==> config.mk <==
export PLATFORM = sky130hd
export DESIGN_NAME = utf8_stream_decoder
export DESIGN_NICKNAME = d
export VERILOG_FILES = /design/src/u8d_pkg.sv /design/src/utf8_stream_decoder.sv /design/src/u8d_core.sv /design/src/u8d_out_reg.sv
export SDC_FILE = /design/constraint.sdc
export NUM_CORES = 1
export LEC_CHECK = 0
export BUFFER_PORTS_ARGS = -buffer_cell sky130_fd_sc_hd__buf_2
export CORE_MARGIN = 2
export CORE_UTILIZATION = 25
export DETAILED_ROUTE_END_ITERATION = 7
export GPL_TIMING_DRIVEN = 0
export PLACE_DENSITY_LB_ADDON = 0.05
export SLEW_MARGIN = 10
export SYNTH_ARGS = -nofsm -noshare
export SYNTH_HDL_FRONTEND = slang
export SYNTH_SLANG_ARGS = --single-unit
==> constraint.sdc <==
create_clock -name clk -period 4.43 [get_ports clk]
set_clock_uncertainty 0.2 [all_clocks]
set_input_delay 0.886 -clock clk [delete_from_list [all_inputs] [get_ports clk]]
set_output_delay 0.886 -clock clk [all_outputs]
set_load 0.005 [all_outputs]
==> src/u8d_pkg.sv <==
`default_nettype none

package u8d_pkg;

	localparam int unsigned ByteW = 8;
	localparam int unsigned CpW   = 32;
	localparam int unsigned LenW  = 3;
	localparam int unsigned ShW   = 5;

	// Longest sequence still open after its lead byte
	localparam logic [LenW-1:0] MaxLeft = 3'd5;

	// Result handed from the decode step to the output register
	typedef struct packed {
		logic           valid;
		logic           error;
		logic [CpW-1:0] code_point;
	} u8d_res_t;

	// Sequence length from a lead byte; zero marks an invalid lead
	function automatic logic [LenW-1:0] lead_length(input logic [ByteW-1:0] b);
		logic [LenW-1:0] n;
		if (b >= 8'hfe)      n = 3'd0;
		else if (b >= 8'hfc) n = 3'd6;
		else if (b >= 8'hf8) n = 3'd5;
		else if (b >= 8'hf0) n = 3'd4;
		else if (b >= 8'he0) n = 3'd3;
		else if (b >= 8'hc2) n = 3'd2;
		else if (b >= 8'h80) n = 3'd0;
		else                 n = 3'd1;
		return n;
	endfunction

	// Bit position 6*(k-1) of the k-th last byte of a sequence
	function automatic logic [ShW-1:0] seq_shift(input logic [LenW-1:0] k);
		logic [ShW-1:0] s;
		unique case (k)
			3'd2:    s = 5'd6;
			3'd3:    s = 5'd12;
			3'd4:    s = 5'd18;
			3'd5:    s = 5'd24;
			3'd6:    s = 5'd30;
			default: s = 5'd0;
		endcase
		return s;
	endfunction

endpackage

`default_nettype wire

==> src/utf8_stream_decoder.sv <==
`default_nettype none
// A byte that ends a sequence goes via the input stage and output register to m_tvalid.
// Throughput: one byte per cycle unless the output stalls; set by the decode state update.
// A stalled output holds its beat; a byte that ends a sequence then waits in the input
// stage, and s_tready drops in that same cycle.
// Reset (arst_n low, asynchronous): no sequence open, accumulator zero, both stages empty.

module utf8_stream_decoder (
	input  wire logic                      clk,
	input  wire logic                      arst_n,
	input  wire logic                      s_tvalid,
	output logic                           s_tready,
	input  wire logic [u8d_pkg::ByteW-1:0] s_tdata,  // byte_in[7:0]
	output logic                           m_tvalid,
	input  wire logic                      m_tready,
	output logic [u8d_pkg::CpW-1:0]        m_tdata,  // code_point[31:0]
	output logic                           m_tuser   // error
);
	import u8d_pkg::*;

	logic             valid_s1;
	logic [ByteW-1:0] byte_s1;
	logic             take;
	logic             out_free;
	u8d_res_t         res;

	assign s_tready = !valid_s1 || take;

	// Input stage
	always_ff @(posedge clk or negedge arst_n) begin
		if (!arst_n) begin
			valid_s1 <= 1'b0;
		end else if (s_tready) begin
			valid_s1 <= s_tvalid;
		end
	end

	always_ff @(posedge clk) begin
		if (s_tvalid && s_tready) begin
			byte_s1 <= s_tdata;
		end
	end

	u8d_core u_core (
		.clk      (clk),
		.arst_n   (arst_n),
		.in_valid (valid_s1),
		.in_byte  (byte_s1),
		.out_free (out_free),
		.take     (take),
		.res      (res)
	);

	u8d_out_reg u_out (
		.clk      (clk),
		.arst_n   (arst_n),
		.take     (take),
		.res      (res),
		.out_free (out_free),
		.m_tvalid (m_tvalid),
		.m_tready (m_tready),
		.m_tdata  (m_tdata),
		.m_tuser  (m_tuser)
	);

endmodule

`default_nettype wire

==> src/u8d_core.sv <==
`default_nettype none

module u8d_core (
	input  wire logic                      clk,
	input  wire logic                      arst_n,
	input  wire logic                      in_valid,
	input  wire logic [u8d_pkg::ByteW-1:0] in_byte,
	input  wire logic                      out_free,
	output logic                           take,
	output u8d_pkg::u8d_res_t              res
);
	import u8d_pkg::*;

	logic [LenW-1:0]  bytes_left_q;
	logic [CpW-1:0]   acc_q;
	logic [LenW-1:0]  bytes_left_d;
	logic [CpW-1:0]   acc_d;
	logic [LenW-1:0]  n;
	logic [LenW-1:0]  left_eff;
	logic [LenW-1:0]  left_next;
	logic [ByteW-1:0] payload;
	logic [CpW-1:0]   lead_val;
	logic [CpW-1:0]   addend;
	logic [CpW-1:0]   sum;

	// Lead and continuation terms
	always_comb begin
		n         = lead_length(in_byte);
		payload   = in_byte & (8'hff >> n);
		lead_val  = {{(CpW-ByteW){1'b0}}, payload} << seq_shift(n);
		left_eff  = (bytes_left_q > MaxLeft) ? MaxLeft : bytes_left_q;
		left_next = left_eff - 3'd1;
		addend    = {{(CpW-7){1'b0}}, in_byte[6:0]} << seq_shift(left_eff);
		sum       = acc_q + addend;
	end

	// Next state and result for the byte in the input stage
	always_comb begin
		res          = '0;
		bytes_left_d = bytes_left_q;
		acc_d        = acc_q;
		if (bytes_left_q == '0) begin
			if (n == '0) begin
				res.valid = in_valid;
				res.error = 1'b1;
			end else if (n == 3'd1) begin
				res.valid      = in_valid;
				res.code_point = lead_val;
			end else begin
				bytes_left_d = n - 3'd1;
				acc_d        = lead_val;
			end
		end else begin
			bytes_left_d = left_next;
			if (left_next == '0) begin
				res.valid      = in_valid;
				res.code_point = sum;
				acc_d          = '0;
			end else begin
				acc_d = sum;
			end
		end
	end

	// Advance unless a result is blocked by a full output
	assign take = in_valid && (!res.valid || out_free);

	always_ff @(posedge clk or negedge arst_n) begin
		if (!arst_n) begin
			bytes_left_q <= '0;
			acc_q        <= '0;
		end else if (take) begin
			bytes_left_q <= bytes_left_d;
			acc_q        <= acc_d;
		end
	end

	a_left_range: assert property (@(posedge clk) disable iff (!arst_n)
		bytes_left_q <= MaxLeft)
		else $error("bytes_left out of range");

	a_acc_idle: assert property (@(posedge clk) disable iff (!arst_n)
		(bytes_left_q == '0) |-> (acc_q == '0))
		else $error("accumulator not cleared between sequences");

	a_err_lead: assert property (@(posedge clk) disable iff (!arst_n)
		(res.valid && res.error) |-> (bytes_left_q == '0 && res.code_point == '0))
		else $error("error result outside a lead byte");

endmodule

`default_nettype wire

==> src/u8d_out_reg.sv <==
`default_nettype none

module u8d_out_reg (
	input  wire logic                    clk,
	input  wire logic                    arst_n,
	input  wire logic                    take,
	input  wire u8d_pkg::u8d_res_t       res,
	output logic                         out_free,
	output logic                         m_tvalid,
	input  wire logic                    m_tready,
	output logic [u8d_pkg::CpW-1:0]      m_tdata,  // code_point[31:0]
	output logic                         m_tuser   // error
);
	import u8d_pkg::*;

	logic           valid_q;
	logic           error_q;
	logic [CpW-1:0] cp_q;
	logic           load;

	assign out_free = !valid_q || m_tready;
	assign load     = take && res.valid;

	// Hold the beat until taken, refill in the same cycle
	always_ff @(posedge clk or negedge arst_n) begin
		if (!arst_n) begin
			valid_q <= 1'b0;
		end else if (out_free) begin
			valid_q <= load;
		end
	end

	always_ff @(posedge clk) begin
		if (load) begin
			error_q <= res.error;
			cp_q    <= res.code_point;
		end
	end

	assign m_tvalid = valid_q;
	assign m_tdata  = cp_q;
	assign m_tuser  = error_q;

endmodule

`default_nettype wire
==> run_results.csv, run 1 <==
group,metric,value,unit
logic_synthesis,synthesis.instances,663,
hold_path,min_path_type,"flip-flop to flip-flop",
cts,postCtsHoldBufs,0,
critical_path,required,4470,ps
grt,grt.met1_usage,26.4,%
final_layout,antenna_cells,0,
critical_path,worst_r2r_path_depth,12,
timing,whs,280,ps
logic_synthesis,synth.lib_cells_used.distinct,73,
job,max_cap_violations,0,
placement,dp_cells,1029,
critical_path,critical_path_peak_fanout,10,
grt,grt_busiest_layer,"met2",
logic_synthesis,yosysTopAreaCell,"sky130_fd_sc_hd__edfxtp_1",
grt,grt_pass1_wl,33.8,mm
critical_path,nature_of_the_critical_path_startpoint,"flip-flop",
timing,maxSlewHeadroom,26.9,%
grt,grt.met3_usage,3.03,%
power,static-leakage-power,2.84,nW
detailed_routing,post_drt_via_cell_ratio,5.21,
timing,maxClockFrequency,0.237,GHz
cts,cts_sinks,78,
detailed_routing,route.vias.total,5435,
critical_path,critical_path.max_stage_delay,640,ps
detailed_routing,count_of_antenna_violating_nets_left_after_detailed_routing,0,
timing,timing_worst_slew_pin_value,1100,ps
logic_synthesis,synth_top_flop_cell,"sky130_fd_sc_hd__edfxtp_1",
final_layout,final_net_count,769,
cts,cts-root-buf,"sky130_fd_sc_hd__clkbuf_16",
timing,fin_crit,4220,ps
floorplanning,start_util,25.2,%
detailed_routing,drc,0,
placement,gpl.final_weighted_congestion,0.867,
grt,antenna_found_initial,0,
logic_synthesis,ys_async_sr_fraction,47.4,%
hold_path,min_path_cells,2,
floorplanning,placement_rows,56,
logic_synthesis,yosys_register_bits,78,
cts,cts_tree,"built",
cts,worst_setup_hold_path_clk_slew,60,ps
final_layout,drive_above_1_share,14.6,%
final_layout,fin_cells,1043,
power,power_per_standard_cell_area,639,nW/um^2
grt,grt_start_max_net_pins,38,
power,power.ir.vdd_worst,168,uV
critical_path,critical_path.most_common_cell,"sky130_fd_sc_hd__inv_1",
grt,grtUsageMet2,28.9,%
timing,slew_violations,0,
logic_synthesis,synth-warning-count,0,
critical_path,criticalPathCategory,"flip-flop to flip-flop",
cts,clk_path_buf_depth,2,
logic_synthesis,synth-edff-count,41,
timing,hold_violations,0,
floorplanning,core,23300,um^2
detailed_routing,pre_antenna_drt_iters,5,
critical_path,critical_path_arrival,4260,ps
outcome,outcome,"completed",
placement,numPortBuffers,46,
logic_synthesis,synth.yosys.seq_area_share,36.8,%
grt,first_global_vias,5286,
floorplanning,floorplan.die.width,157,um
placement,dp.final_hpwl,16.6,mm
critical_path,cp-end-kind,"flip-flop",
critical_path,critical_path_top_delay_cell,"sky130_fd_sc_hd__buf_1",
floorplanning,boundaryPins,47,
cts,htreeDepth,3,
timing,final_min_period_over_clock_period,95.3,%
logic_synthesis,synth.top_cells.by_count,"64 x sky130_fd_sc_hd__nand2_1, 53 x sky130_fd_sc_hd__nor2_1, 44 x sky130_fd_sc_hd__o21ai_0",
cts,clock_insertion_delay_worst_skew,350,ps
grt,grt_util_all_layers,18.7,%
floorplanning,die-area,24700,um^2
logic_synthesis,yosysMostFrequentCell,"sky130_fd_sc_hd__nand2_1",
grt,grt.overflow.total,0,
detailed_routing,initialDrtViolationCount,311,
critical_path,worstPathCellList,"clkbuf_2 > inv_1 > o21ai_0 > a31oi_2 > inv_1 > ha_1 > nor2_1 > o221a_2 > clkbuf_1 > buf_1 > o221ai_1 > o21a_1",
logic_synthesis,synth_area_per_cell,8.83,um^2
logic_synthesis,synth_area_leaders,"sky130_fd_sc_hd__edfxtp_1 21%, sky130_fd_sc_hd__dfrtp_1 16%, sky130_fd_sc_hd__ha_1 7.9%, sky130_fd_sc_hd__nand2_1 4.1%, sky130_fd_sc_hd__o21ai_0 3.8%",
floorplanning,die_h,157,um
cts,cts_buffers,9,
detailed_routing,wire_per_inst,21.6,um
logic_synthesis,synthDominantCellAreaShare,21.0,%
detailed_routing,postRouteWirelength,22.5,mm
logic_synthesis,synth_fp_nets,713,
timing,setup-violations-final,0,
logic_synthesis,syn_area,5860,um^2
final_layout,flow.area_growth_from_synthesis,17.3,%
-- layout make-up --
cell class | count | area, um^2
sequential | 78 | 2160
clock inverter | 3 | 42.5
clock buffer | 13 | 260
inverter | 19 | 71.3
fill | 2581 | 16400
multi-input combinational | 529 | 3530
tap | 319 | 399
timing repair buffer | 47 | 258
buffer | 35 | 155
-- flip-flops by register name, indices dropped and copies added (netlist names) --
name and cells:
u_out.m_tdata 32, u_core.acc_q 32, u_core.bytes_left_q 3, byte_s1 8
u_out.m_tuser 1, u_out.m_tvalid 1, valid_s1 1
-- stage by stage --
| step | util [%] | setup slack [ps] | TNS (ps) | power [W] | cell area [um^2] |
|---|---|---|---|---|---|
| 5_1_grt | 29.5 | -1.38 | -1.38 | 0.00474 | 6870 |
| 3_3_place_gp | 27.9 | -613 | -34120 | 0.00357 | 6490 |
| 3_5_place_dp | 28.0 | -501 | -12740 | 0.00359 | 6520 |
| 4_1_cts | 29.4 | -18.4 | -18.4 | 0.00442 | 6840 |
| 2_1_floorplan | - | 849 | 0 | 0.00276 | 5860 |
| 6_report | 29.5 | 208 | 0 | 0.00440 | 6870 |
-- placed cells by master (no fill, tap or decap), drive strengths merged, types with 13 or more instances in the layout --
cell	count
a21o	18
a21oi	43
and2	20
and3	20
buf	58
clkbuf	37
dfrtp	37
edfxtp	41
ha	37
inv	19
nand2	64
nand2b	13
nand3	16
nor2	53
nor3	20
o21a	15
o21ai	49
o22ai	14
xor2	16
-- cell families (layout without fill, tap and decap cells) --
kind of cell,after synthesis,after routing,share of synthesized area [%]
AOI/OAI and AO/OA,212,212,24.4
xor gates and xnor gates,25,25,3.74
muxes,11,11,2.05
and+or+nand+nor,243,243,20.9
adders and majority gates,38,38,8.25
DFF,78,78,36.8
buffers and inverters,56,117,3.80
-- worst paths after layout --
kind                                              start                            endpoint  slack (ps)
max                                byte_s1[3]$_DFFE_PP_         u_core.acc_q[8]$_DFFE_PN0P_         210
min                        u_core.acc_q[12]$_DFFE_PN0P_        u_core.acc_q[12]$_DFFE_PN0P_         280
max reg2reg                        byte_s1[3]$_DFFE_PP_         u_core.acc_q[8]$_DFFE_PN0P_         210
min reg2reg                u_core.acc_q[12]$_DFFE_PN0P_        u_core.acc_q[12]$_DFFE_PN0P_         280
max in group asynchronous                        arst_n  u_core.bytes_left_q[1]$_DFFE_PN0P_        2750
min in group asynchronous                        arst_n         u_core.acc_q[7]$_DFFE_PN0P_         540
-- critical path, delay by kind of cell, from the launching register on --
kind,cells,cell delay [ps]
flip-flops,1,410
adder cells (fa/ha/maj),1,300
AO/OA/AOI/OAI,5,1260
AND/OR/NAND/NOR,1,200
buffers and inverters,5,1720
-- power by group --
part | leakage, nW | switching [W] | internal [W]
Combinational | 1.83 | 0.00157 | 0.000840
Sequential | 0.865 | 0.000132 | 0.00107
Clock | 0.146 | 0.000324 | 0.000468
Total | 2.84 | 0.00202 | 0.00237
-- metal layers --
| layer | part of all wire [%] | wire, um |
|---|---|---|
| met1 | 48 | 10900 |
| met2 | 45 | 10200 |
| met3 | 4.3 | 964 |
| met4 | 2.1 | 475 |
| met5 | 0 | 0 |
-- timing repair --
item                                    CTS  global route
endpoints found under the setup margin   58            16
gates resized for setup                  11             9
setup buffers                             0             0
endpoints found under the hold margin     0             0
(Power assumes the default switching activity.)
==> run 2: changes to the inputs <==
ABC_AREA = 1   (was default)
==> run 2 against run 1 <==
Synthesized cell count rose by 57%. Highest routed layer unchanged. Flip-flop and latch count did not move. Synthesized area rose by 16%. Non-clock buffer count fell by 13. Die area rose by 16%. Critical path type unchanged. First-iteration DRC count rose by 76%. Global-route usage rose by 1.8 points. Largest power group unchanged.
==> run_results.csv, run 2 <==
group,metric,value,unit
outcome,outcome,"completed",
logic_synthesis,synth-warning-count,0,
timing,timing_worst_slew_pin_value,1120,ps
logic_synthesis,synth_fp_nets,1089,
logic_synthesis,synth.lib_cells_used.distinct,49,
critical_path,critical_path_arrival,4140,ps
logic_synthesis,yosysMostFrequentCell,"sky130_fd_sc_hd__nand2_1",
grt,grt_util_all_layers,20.5,%
timing,final.setup.worst_slack,178,ps
critical_path,critical_path.max_stage_delay,440,ps
floorplanning,floorplan.die.width,169,um
final_layout,most-common-layout-cells,"351 x sky130_fd_sc_hd__nand2_1, 139 x sky130_fd_sc_hd__inv_1, 117 x sky130_fd_sc_hd__nor2_1, 96 x sky130_fd_sc_hd__nand3_1, 53 x sky130_fd_sc_hd__buf_2",
detailed_routing,drc,0,
critical_path,nature_of_the_critical_path_startpoint,"flip-flop",
timing,fin_crit,4250,ps
logic_synthesis,synth.yosys.seq_area_share,31.7,%
cts,cts-root-buf,"sky130_fd_sc_hd__clkbuf_16",
final_layout,design_area,7810,um^2
cts,postCtsHoldBufs,0,
final_layout,final_common_cell,"sky130_fd_sc_hd__nand2_1",
power,static-leakage-power,4.04,nW
floorplanning,die-area,28600,um^2
timing,slew_violations,0,
final_layout,antenna_cells,0,
logic_synthesis,synth_top_flop_cell,"sky130_fd_sc_hd__edfxtp_1",
cts,cts_buffers,9,
logic_synthesis,synth_area_per_cell,6.55,um^2
final_layout,drive_above_1_share,10.6,%
detailed_routing,count_of_antenna_violating_nets_left_after_detailed_routing,0,
detailed_routing,route.vias.total,6817,
cts,worst_setup_hold_path_clk_slew,70,ps
power,power_per_standard_cell_area,641,nW/um^2
floorplanning,boundaryPins,47,
floorplanning,die_h,169,um
grt,grt_start_max_net_pins,38,
final_layout,final_net_count,1146,
logic_synthesis,yosys_register_bits,78,
critical_path,worstPathCellList,"buf_2 > nor2_4 > inv_1 > nor2_1 > ha_1 > inv_1 > fa_1 > inv_1 > nand3_1 > nand3_1 > nand2_1 > nand3_1 > nand3_1 > nand2_1 > nand2_1 > nand2_1 > nor2_1",
cts,clk_path_buf_depth,2,
timing,hold_violations,0,
power,power.ir.vdd_worst,182,uV
critical_path,critical_path_peak_fanout,12,
critical_path,required,4320,ps
logic_synthesis,ys_async_sr_fraction,47.4,%
critical_path,cp-end-kind,"flip-flop",
floorplanning,placement_rows,60,
cts,cts_tree,"built",
critical_path,critical_path_buf_inv_count,4,
floorplanning,start_util,25.3,%
cts,postCtsSetupRepairBufs,0,
detailed_routing,post_drt_via_cell_ratio,4.73,
placement,detailedPlace.worstSlack,137,ps
critical_path,critical_path_top_delay_cell,"sky130_fd_sc_hd__inv_1",
floorplanning,core,26900,um^2
placement,detailed_place.area,7500,um^2
detailed_routing,postRouteWirelength,28.8,mm
grt,first_global_vias,6633,
placement,numPortBuffers,46,
placement,gpl.final_weighted_congestion,0.885,
logic_synthesis,synthesis.instances,1039,
timing,final_min_period_over_clock_period,96.0,%
logic_synthesis,syn_area,6810,um^2
timing,whs,295,ps
detailed_routing,initialDrtViolationCount,546,
final_layout,finalCoreUtilization,29.1,%
hold_path,min_path_type,"flip-flop to flip-flop",
cts,clock_insertion_delay_worst_skew,370,ps
detailed_routing,wire_per_inst,20.0,um
timing,setup-violations-final,0,
critical_path,critical_path.top_delay_family,"simple AND/OR/NAND/NOR gates",
timing,maxClockFrequency,0.235,GHz
logic_synthesis,yosysTopAreaCell,"sky130_fd_sc_hd__nand2_1",
grt,grt.overflow.total,0,
detailed_routing,pre_antenna_drt_iters,5,
critical_path,criticalPathCategory,"flip-flop to flip-flop",
logic_synthesis,synthDominantCellAreaShare,19.4,%
grt,grt_pass1_wl,42.2,mm
grt,antenna_found_initial,0,
timing,rsz0062_at_grt,"no",
logic_synthesis,synth.top_cells.by_count,"352 x sky130_fd_sc_hd__nand2_1, 139 x sky130_fd_sc_hd__inv_1, 120 x sky130_fd_sc_hd__nor2_1",
job,max_cap_violations,0,
final_layout,flow.area_growth_from_synthesis,14.7,%
cts,cts_sinks,78,
logic_synthesis,synth-edff-count,41,
timing,maxSlewHeadroom,25.4,%
logic_synthesis,synth_area_leaders,"sky130_fd_sc_hd__nand2_1 19%, sky130_fd_sc_hd__edfxtp_1 18%, sky130_fd_sc_hd__dfrtp_1 14%, sky130_fd_sc_hd__inv_1 7.7%, sky130_fd_sc_hd__nand3_1 7.1%",
cts,htreeDepth,3,
placement,dp.final_hpwl,23.3,mm
==> run 2: cell types whose count changed after synthesis, sizes merged, moves of 11 or more <==
cell    delta
nor2      +70
nand4     +17
nand2    +297
nor3      -11
o21ai     -11
and2      -14
inv      +125
nand2b    -13
and3      -20
o21a      -11
nand3     +81
clkbuf    -19
a21o      -18
==> run 2: logic make-up after synthesis <==
logic type / Yosys count / synth area share [%]
buffers and inverters: 168 / 10.3
DFF: 78 / 31.7
AOI/OAI and AO/OA: 106 / 9.41
adders and majority gates: 38 / 7.09
xor gates and xnor gates: 11 / 1.41
and+or+nand+nor: 638 / 40.2
==> run 2: stage by stage <==
stage               std cells  TNS, ps  total power, W
floorplan                1039        0         0.00309
global placement         1426   -21400         0.00424
detailed placement       1427        0         0.00423
CTS                      1443        0         0.00504
global route             1442        0         0.00542
finish                   1442        0         0.00500
==> run 2: layer usage <==
metal | GRT usage [%] | part of all wire (%)
met1 | 28.5 | 49
met2 | 32.8 | 45
met3 | 2.81 | 3.7
met4 | 6.69 | 2.7
met5 | 0 | 0
==> run 2: repair_timing <==
action | in CTS | in global routing
resized for setup | 0 | 10
hold endpoints to repair | 0 | 0
endpoints found under the setup margin | 0 | 33
==> run 2: path summary, 6_finish.rpt <==
kind | from | to | slack (ps) | depth (start not counted)
setup / recovery | u_core.bytes_left_q[2]$_DFFE_PN0P_ | u_out.m_tdata[28]$_DFFE_PP_ | 180 | 17
hold / removal | u_core.acc_q[25]$_DFFE_PN0P_ | u_core.acc_q[25]$_DFFE_PN0P_ | 290 | 2
setup reg to reg | u_core.bytes_left_q[2]$_DFFE_PN0P_ | u_out.m_tdata[28]$_DFFE_PP_ | 180 | 17
hold reg to reg | u_core.acc_q[25]$_DFFE_PN0P_ | u_core.acc_q[25]$_DFFE_PN0P_ | 290 | 2
max in group asynchronous | arst_n | u_core.acc_q[22]$_DFFE_PN0P_ | 2800 | 1
min in group asynchronous | arst_n | u_core.acc_q[10]$_DFFE_PN0P_ | 520 | 1
==> run 2: power breakdown <==
part           internal, W  switching [W]  leakage, nW
logic             0.000914        0.00212         3.04
registers          0.00105       0.000131        0.862
clock network     0.000394       0.000391        0.136
total              0.00236        0.00264         4.04
==> run 2: area by class of cell <==
cell class	count	area, um^2
buffer	22	140
tap	341	427
inverter	145	554
timing repair buffer	47	258
fill	3079	19100
clock inverter	7	63.8
sequential	78	2160
multi-input combinational	793	3980
clock buffer	9	225
==> run 2: worst reg2reg max path, cell delays in order (launching register included) <==
cell                      delay, ps
sky130_fd_sc_hd__dfrtp_1        350
sky130_fd_sc_hd__buf_2          190
sky130_fd_sc_hd__nor2_4         360
sky130_fd_sc_hd__inv_1          440
sky130_fd_sc_hd__nor2_1         430
sky130_fd_sc_hd__ha_1           340
sky130_fd_sc_hd__inv_1           80
sky130_fd_sc_hd__fa_1           400
sky130_fd_sc_hd__inv_1          140
sky130_fd_sc_hd__nand3_1         90
sky130_fd_sc_hd__nand3_1        150
sky130_fd_sc_hd__nand2_1         80
sky130_fd_sc_hd__nand3_1        240
sky130_fd_sc_hd__nand3_1        190
sky130_fd_sc_hd__nand2_1        110
sky130_fd_sc_hd__nand2_1         60
sky130_fd_sc_hd__nand2_1         90
sky130_fd_sc_hd__nor2_1          60
==> run 3: changes to the inputs <==
REMOVE_ABC_BUFFERS = 1   (was default)
==> run 3 against run 2 <==
Fmax rose by 5.7%. Die area did not move. Non-clock buffer count fell by 21. Register-to-register slack improved by 230 ps. Global-route usage fell by 0.89 points. Sequential power barely moved. Count of clock-buffer cells in the layout rose by 1. Sequential share of layout area rose by 0.23 points. Setup slack improved by 230 ps. Largest cell class unchanged.
==> run_results.csv, run 3 (synthesized netlist as in run 2, its figures left out) <==
group,metric,value,unit
cts,cts_tree,"built",
placement,detailedPlace.worstSlack,-127,ps
critical_path,critical_path_arrival,4070,ps
outcome,outcome,"completed",
timing,final_min_period_over_clock_period,90.8,%
cts,postCtsSetupRepairBufs,0,
grt,grtUsageMet2,30.7,%
grt,grt_busiest_layer,"met2",
grt,first_global_vias,6466,
power,static-leakage-power,3.99,nW
critical_path,critical_path.max_stage_delay,1050,ps
final_layout,flow.area_growth_from_synthesis,13.8,%
floorplanning,die_h,169,um
final_layout,nFillCells,3044,
timing,final.setup.tns,0,ps
timing,fin_crit,4020,ps
power,clock_power_share,17.3,%
cts,clk_path_buf_depth,2,
timing,maxClockFrequency,0.248,GHz
cts,cts_sinks,78,
placement,dp.final_hpwl,21.4,mm
final_layout,antenna_cells,0,
floorplanning,start_util,25.3,%
floorplanning,die-area,28600,um^2
grt,grt.met3_usage,3.27,%
cts,cts-root-buf,"sky130_fd_sc_hd__clkbuf_16",
grt,grt.overflow.total,0,
detailed_routing,wire_per_inst,19.2,um
job,max_cap_violations,0,
final_layout,most-common-layout-cells,"351 x sky130_fd_sc_hd__nand2_1, 138 x sky130_fd_sc_hd__inv_1, 116 x sky130_fd_sc_hd__nor2_1, 96 x sky130_fd_sc_hd__nand3_1, 46 x sky130_fd_sc_hd__buf_2",
cts,cts_buffers,9,
cts,htreeDepth,3,
critical_path,critical_path_buf_inv_count,1,
power,switching_component_of_the_power,0.00252,W
grt,grt_pass1_wl,41.0,mm
power,power_per_standard_cell_area,641,nW/um^2
power,power_report.internal_total,0.00245,W
placement,dp_cells,1405,
grt,grt_start_max_net_pins,44,
floorplanning,floorplan.die.width,169,um
final_layout,finalCoreUtilization,28.8,%
critical_path,criticalPathCategory,"flip-flop to flip-flop",
final_layout,drive_above_1_share,9.81,%
grt,grt.met1_usage,27.9,%
detailed_routing,postRouteWirelength,27.3,mm
floorplanning,placement_rows,60,
placement,numPortBuffers,46,
critical_path,nature_of_the_critical_path_startpoint,"flip-flop",
timing,setup-violations-final,0,
critical_path,worstPathCellList,"nor2_4 > nand2_2 > o211ai_4 > inv_2 > or2_2 > a21boi_0",
detailed_routing,initialDrtViolationCount,436,
cts,worst_setup_hold_path_clk_slew,70,ps
critical_path,critical_path_top_delay_cell,"sky130_fd_sc_hd__o211ai_4",
critical_path,cp-end-kind,"flip-flop",
power,switching_power_share_of_the_total,50.6,%
grt,grt_util_all_layers,19.6,%
critical_path,required,4470,ps
final_layout,fin_cells,1421,
power,comb_power_share,58.5,%
power,power.ir.vdd_worst,252,uV
detailed_routing,count_of_antenna_violating_nets_left_after_detailed_routing,0,
detailed_routing,drc,0,
final_layout,final_common_cell,"sky130_fd_sc_hd__nand2_1",
final_layout,area_of_combinational_cells_with_multiple_inputs,4010,um^2
placement,gpl.final_weighted_congestion,0.910,
final_layout,final_net_count,1125,
cts,clock_insertion_delay_worst_skew,360,ps
floorplanning,core,26900,um^2
power,seq_power_share,24.2,%
timing,slew_violations,0,
detailed_routing,post_drt_via_cell_ratio,4.72,
detailed_routing,pre_antenna_drt_iters,5,
grt,antenna_found_initial,0,
floorplanning,boundaryPins,47,
detailed_routing,route.vias.total,6710,
timing,final.setup.worst_slack,406,ps
critical_path,critical_path.top_delay_family,"simple AND/OR/NAND/NOR gates",
hold_path,min_path_type,"flip-flop to flip-flop",
timing,maxSlewHeadroom,24.0,%
timing,timing_worst_slew_pin_value,1130,ps
final_layout,register_area,2160,um^2
timing,hold_violations,0,
critical_path,critical_path_peak_fanout,43,
timing,rsz0062_at_grt,"no",
run 3: cell type report:
type	instances	area share, %
timing repair buffer	48	3.58
sequential	78	27.9
inverter	145	7.15
clock inverter	6	1.21
clock buffer	10	2.95
tap	341	5.51
multi-input combinational	793	51.7
run 3: worst paths after layout:
check / from / endpoint / slack [ps] / cells past startpoint
worst max register to register: u_core.bytes_left_q[2]$_DFFE_PN0P_ / u_core.acc_q[10]$_DFFE_PN0P_ / 410 / 6
worst max-delay path: u_core.bytes_left_q[2]$_DFFE_PN0P_ / u_core.acc_q[10]$_DFFE_PN0P_ / 410 / 6
worst min-delay path: u_core.acc_q[13]$_DFFE_PN0P_ / u_core.acc_q[13]$_DFFE_PN0P_ / 300 / 2
worst min register to register: u_core.acc_q[13]$_DFFE_PN0P_ / u_core.acc_q[13]$_DFFE_PN0P_ / 300 / 2
max in group asynchronous: arst_n / u_core.bytes_left_q[2]$_DFFE_PN0P_ / 2820 / 1
min in group asynchronous: arst_n / u_core.acc_q[2]$_DFFE_PN0P_ / 500 / 1
run 3: timing repair:
| action | CTS | global route |
|---|---|---|
| endpoints found under the setup margin | 19 | 38 |
| pin swaps | 0 | 0 |
| resized for setup | 2 | 9 |
| hold buffers | 0 | 0 |
run 3: through the flow:
step / area [um^2] / hold slack [ps] / total power, W
after floorplan: 6670 / 255 / 0.00302
after global placement: 7320 / 281 / 0.00407
after detailed placement: 7390 / 276 / 0.00410
after CTS: 7720 / 296 / 0.00500
after global routing: 7750 / 327 / 0.00539
final: 7750 / 295 / 0.00497
run 3: power groups by stage:
stage / registers (W) / logic [W] / clock network [W]
floorplan: 0.00118 / 0.00184 / 0
global placement: 0.00123 / 0.00284 / 0
detailed placement: 0.00121 / 0.00289 / 0
CTS: 0.00120 / 0.00290 / 0.000887
global route: 0.00123 / 0.00324 / 0.000919
finish: 0.00120 / 0.00290 / 0.000860
run 3: layer usage:
layer	up-vias	share of wire, %	wire length (um)
met5	-	0	0
li1	3415	-	-
met3	27	4.4	1200
met2	148	44	12000
met1	3120	49	13500
met4	0	2.1	571
run 3: tightest hold or removal path: cells and delay by family, from the launching register on:
| kind | cells | cell delay [ps] |
|---|---|---|
| DFF | 1 | 350 |
| and+or+nand+nor | 2 | 110 |
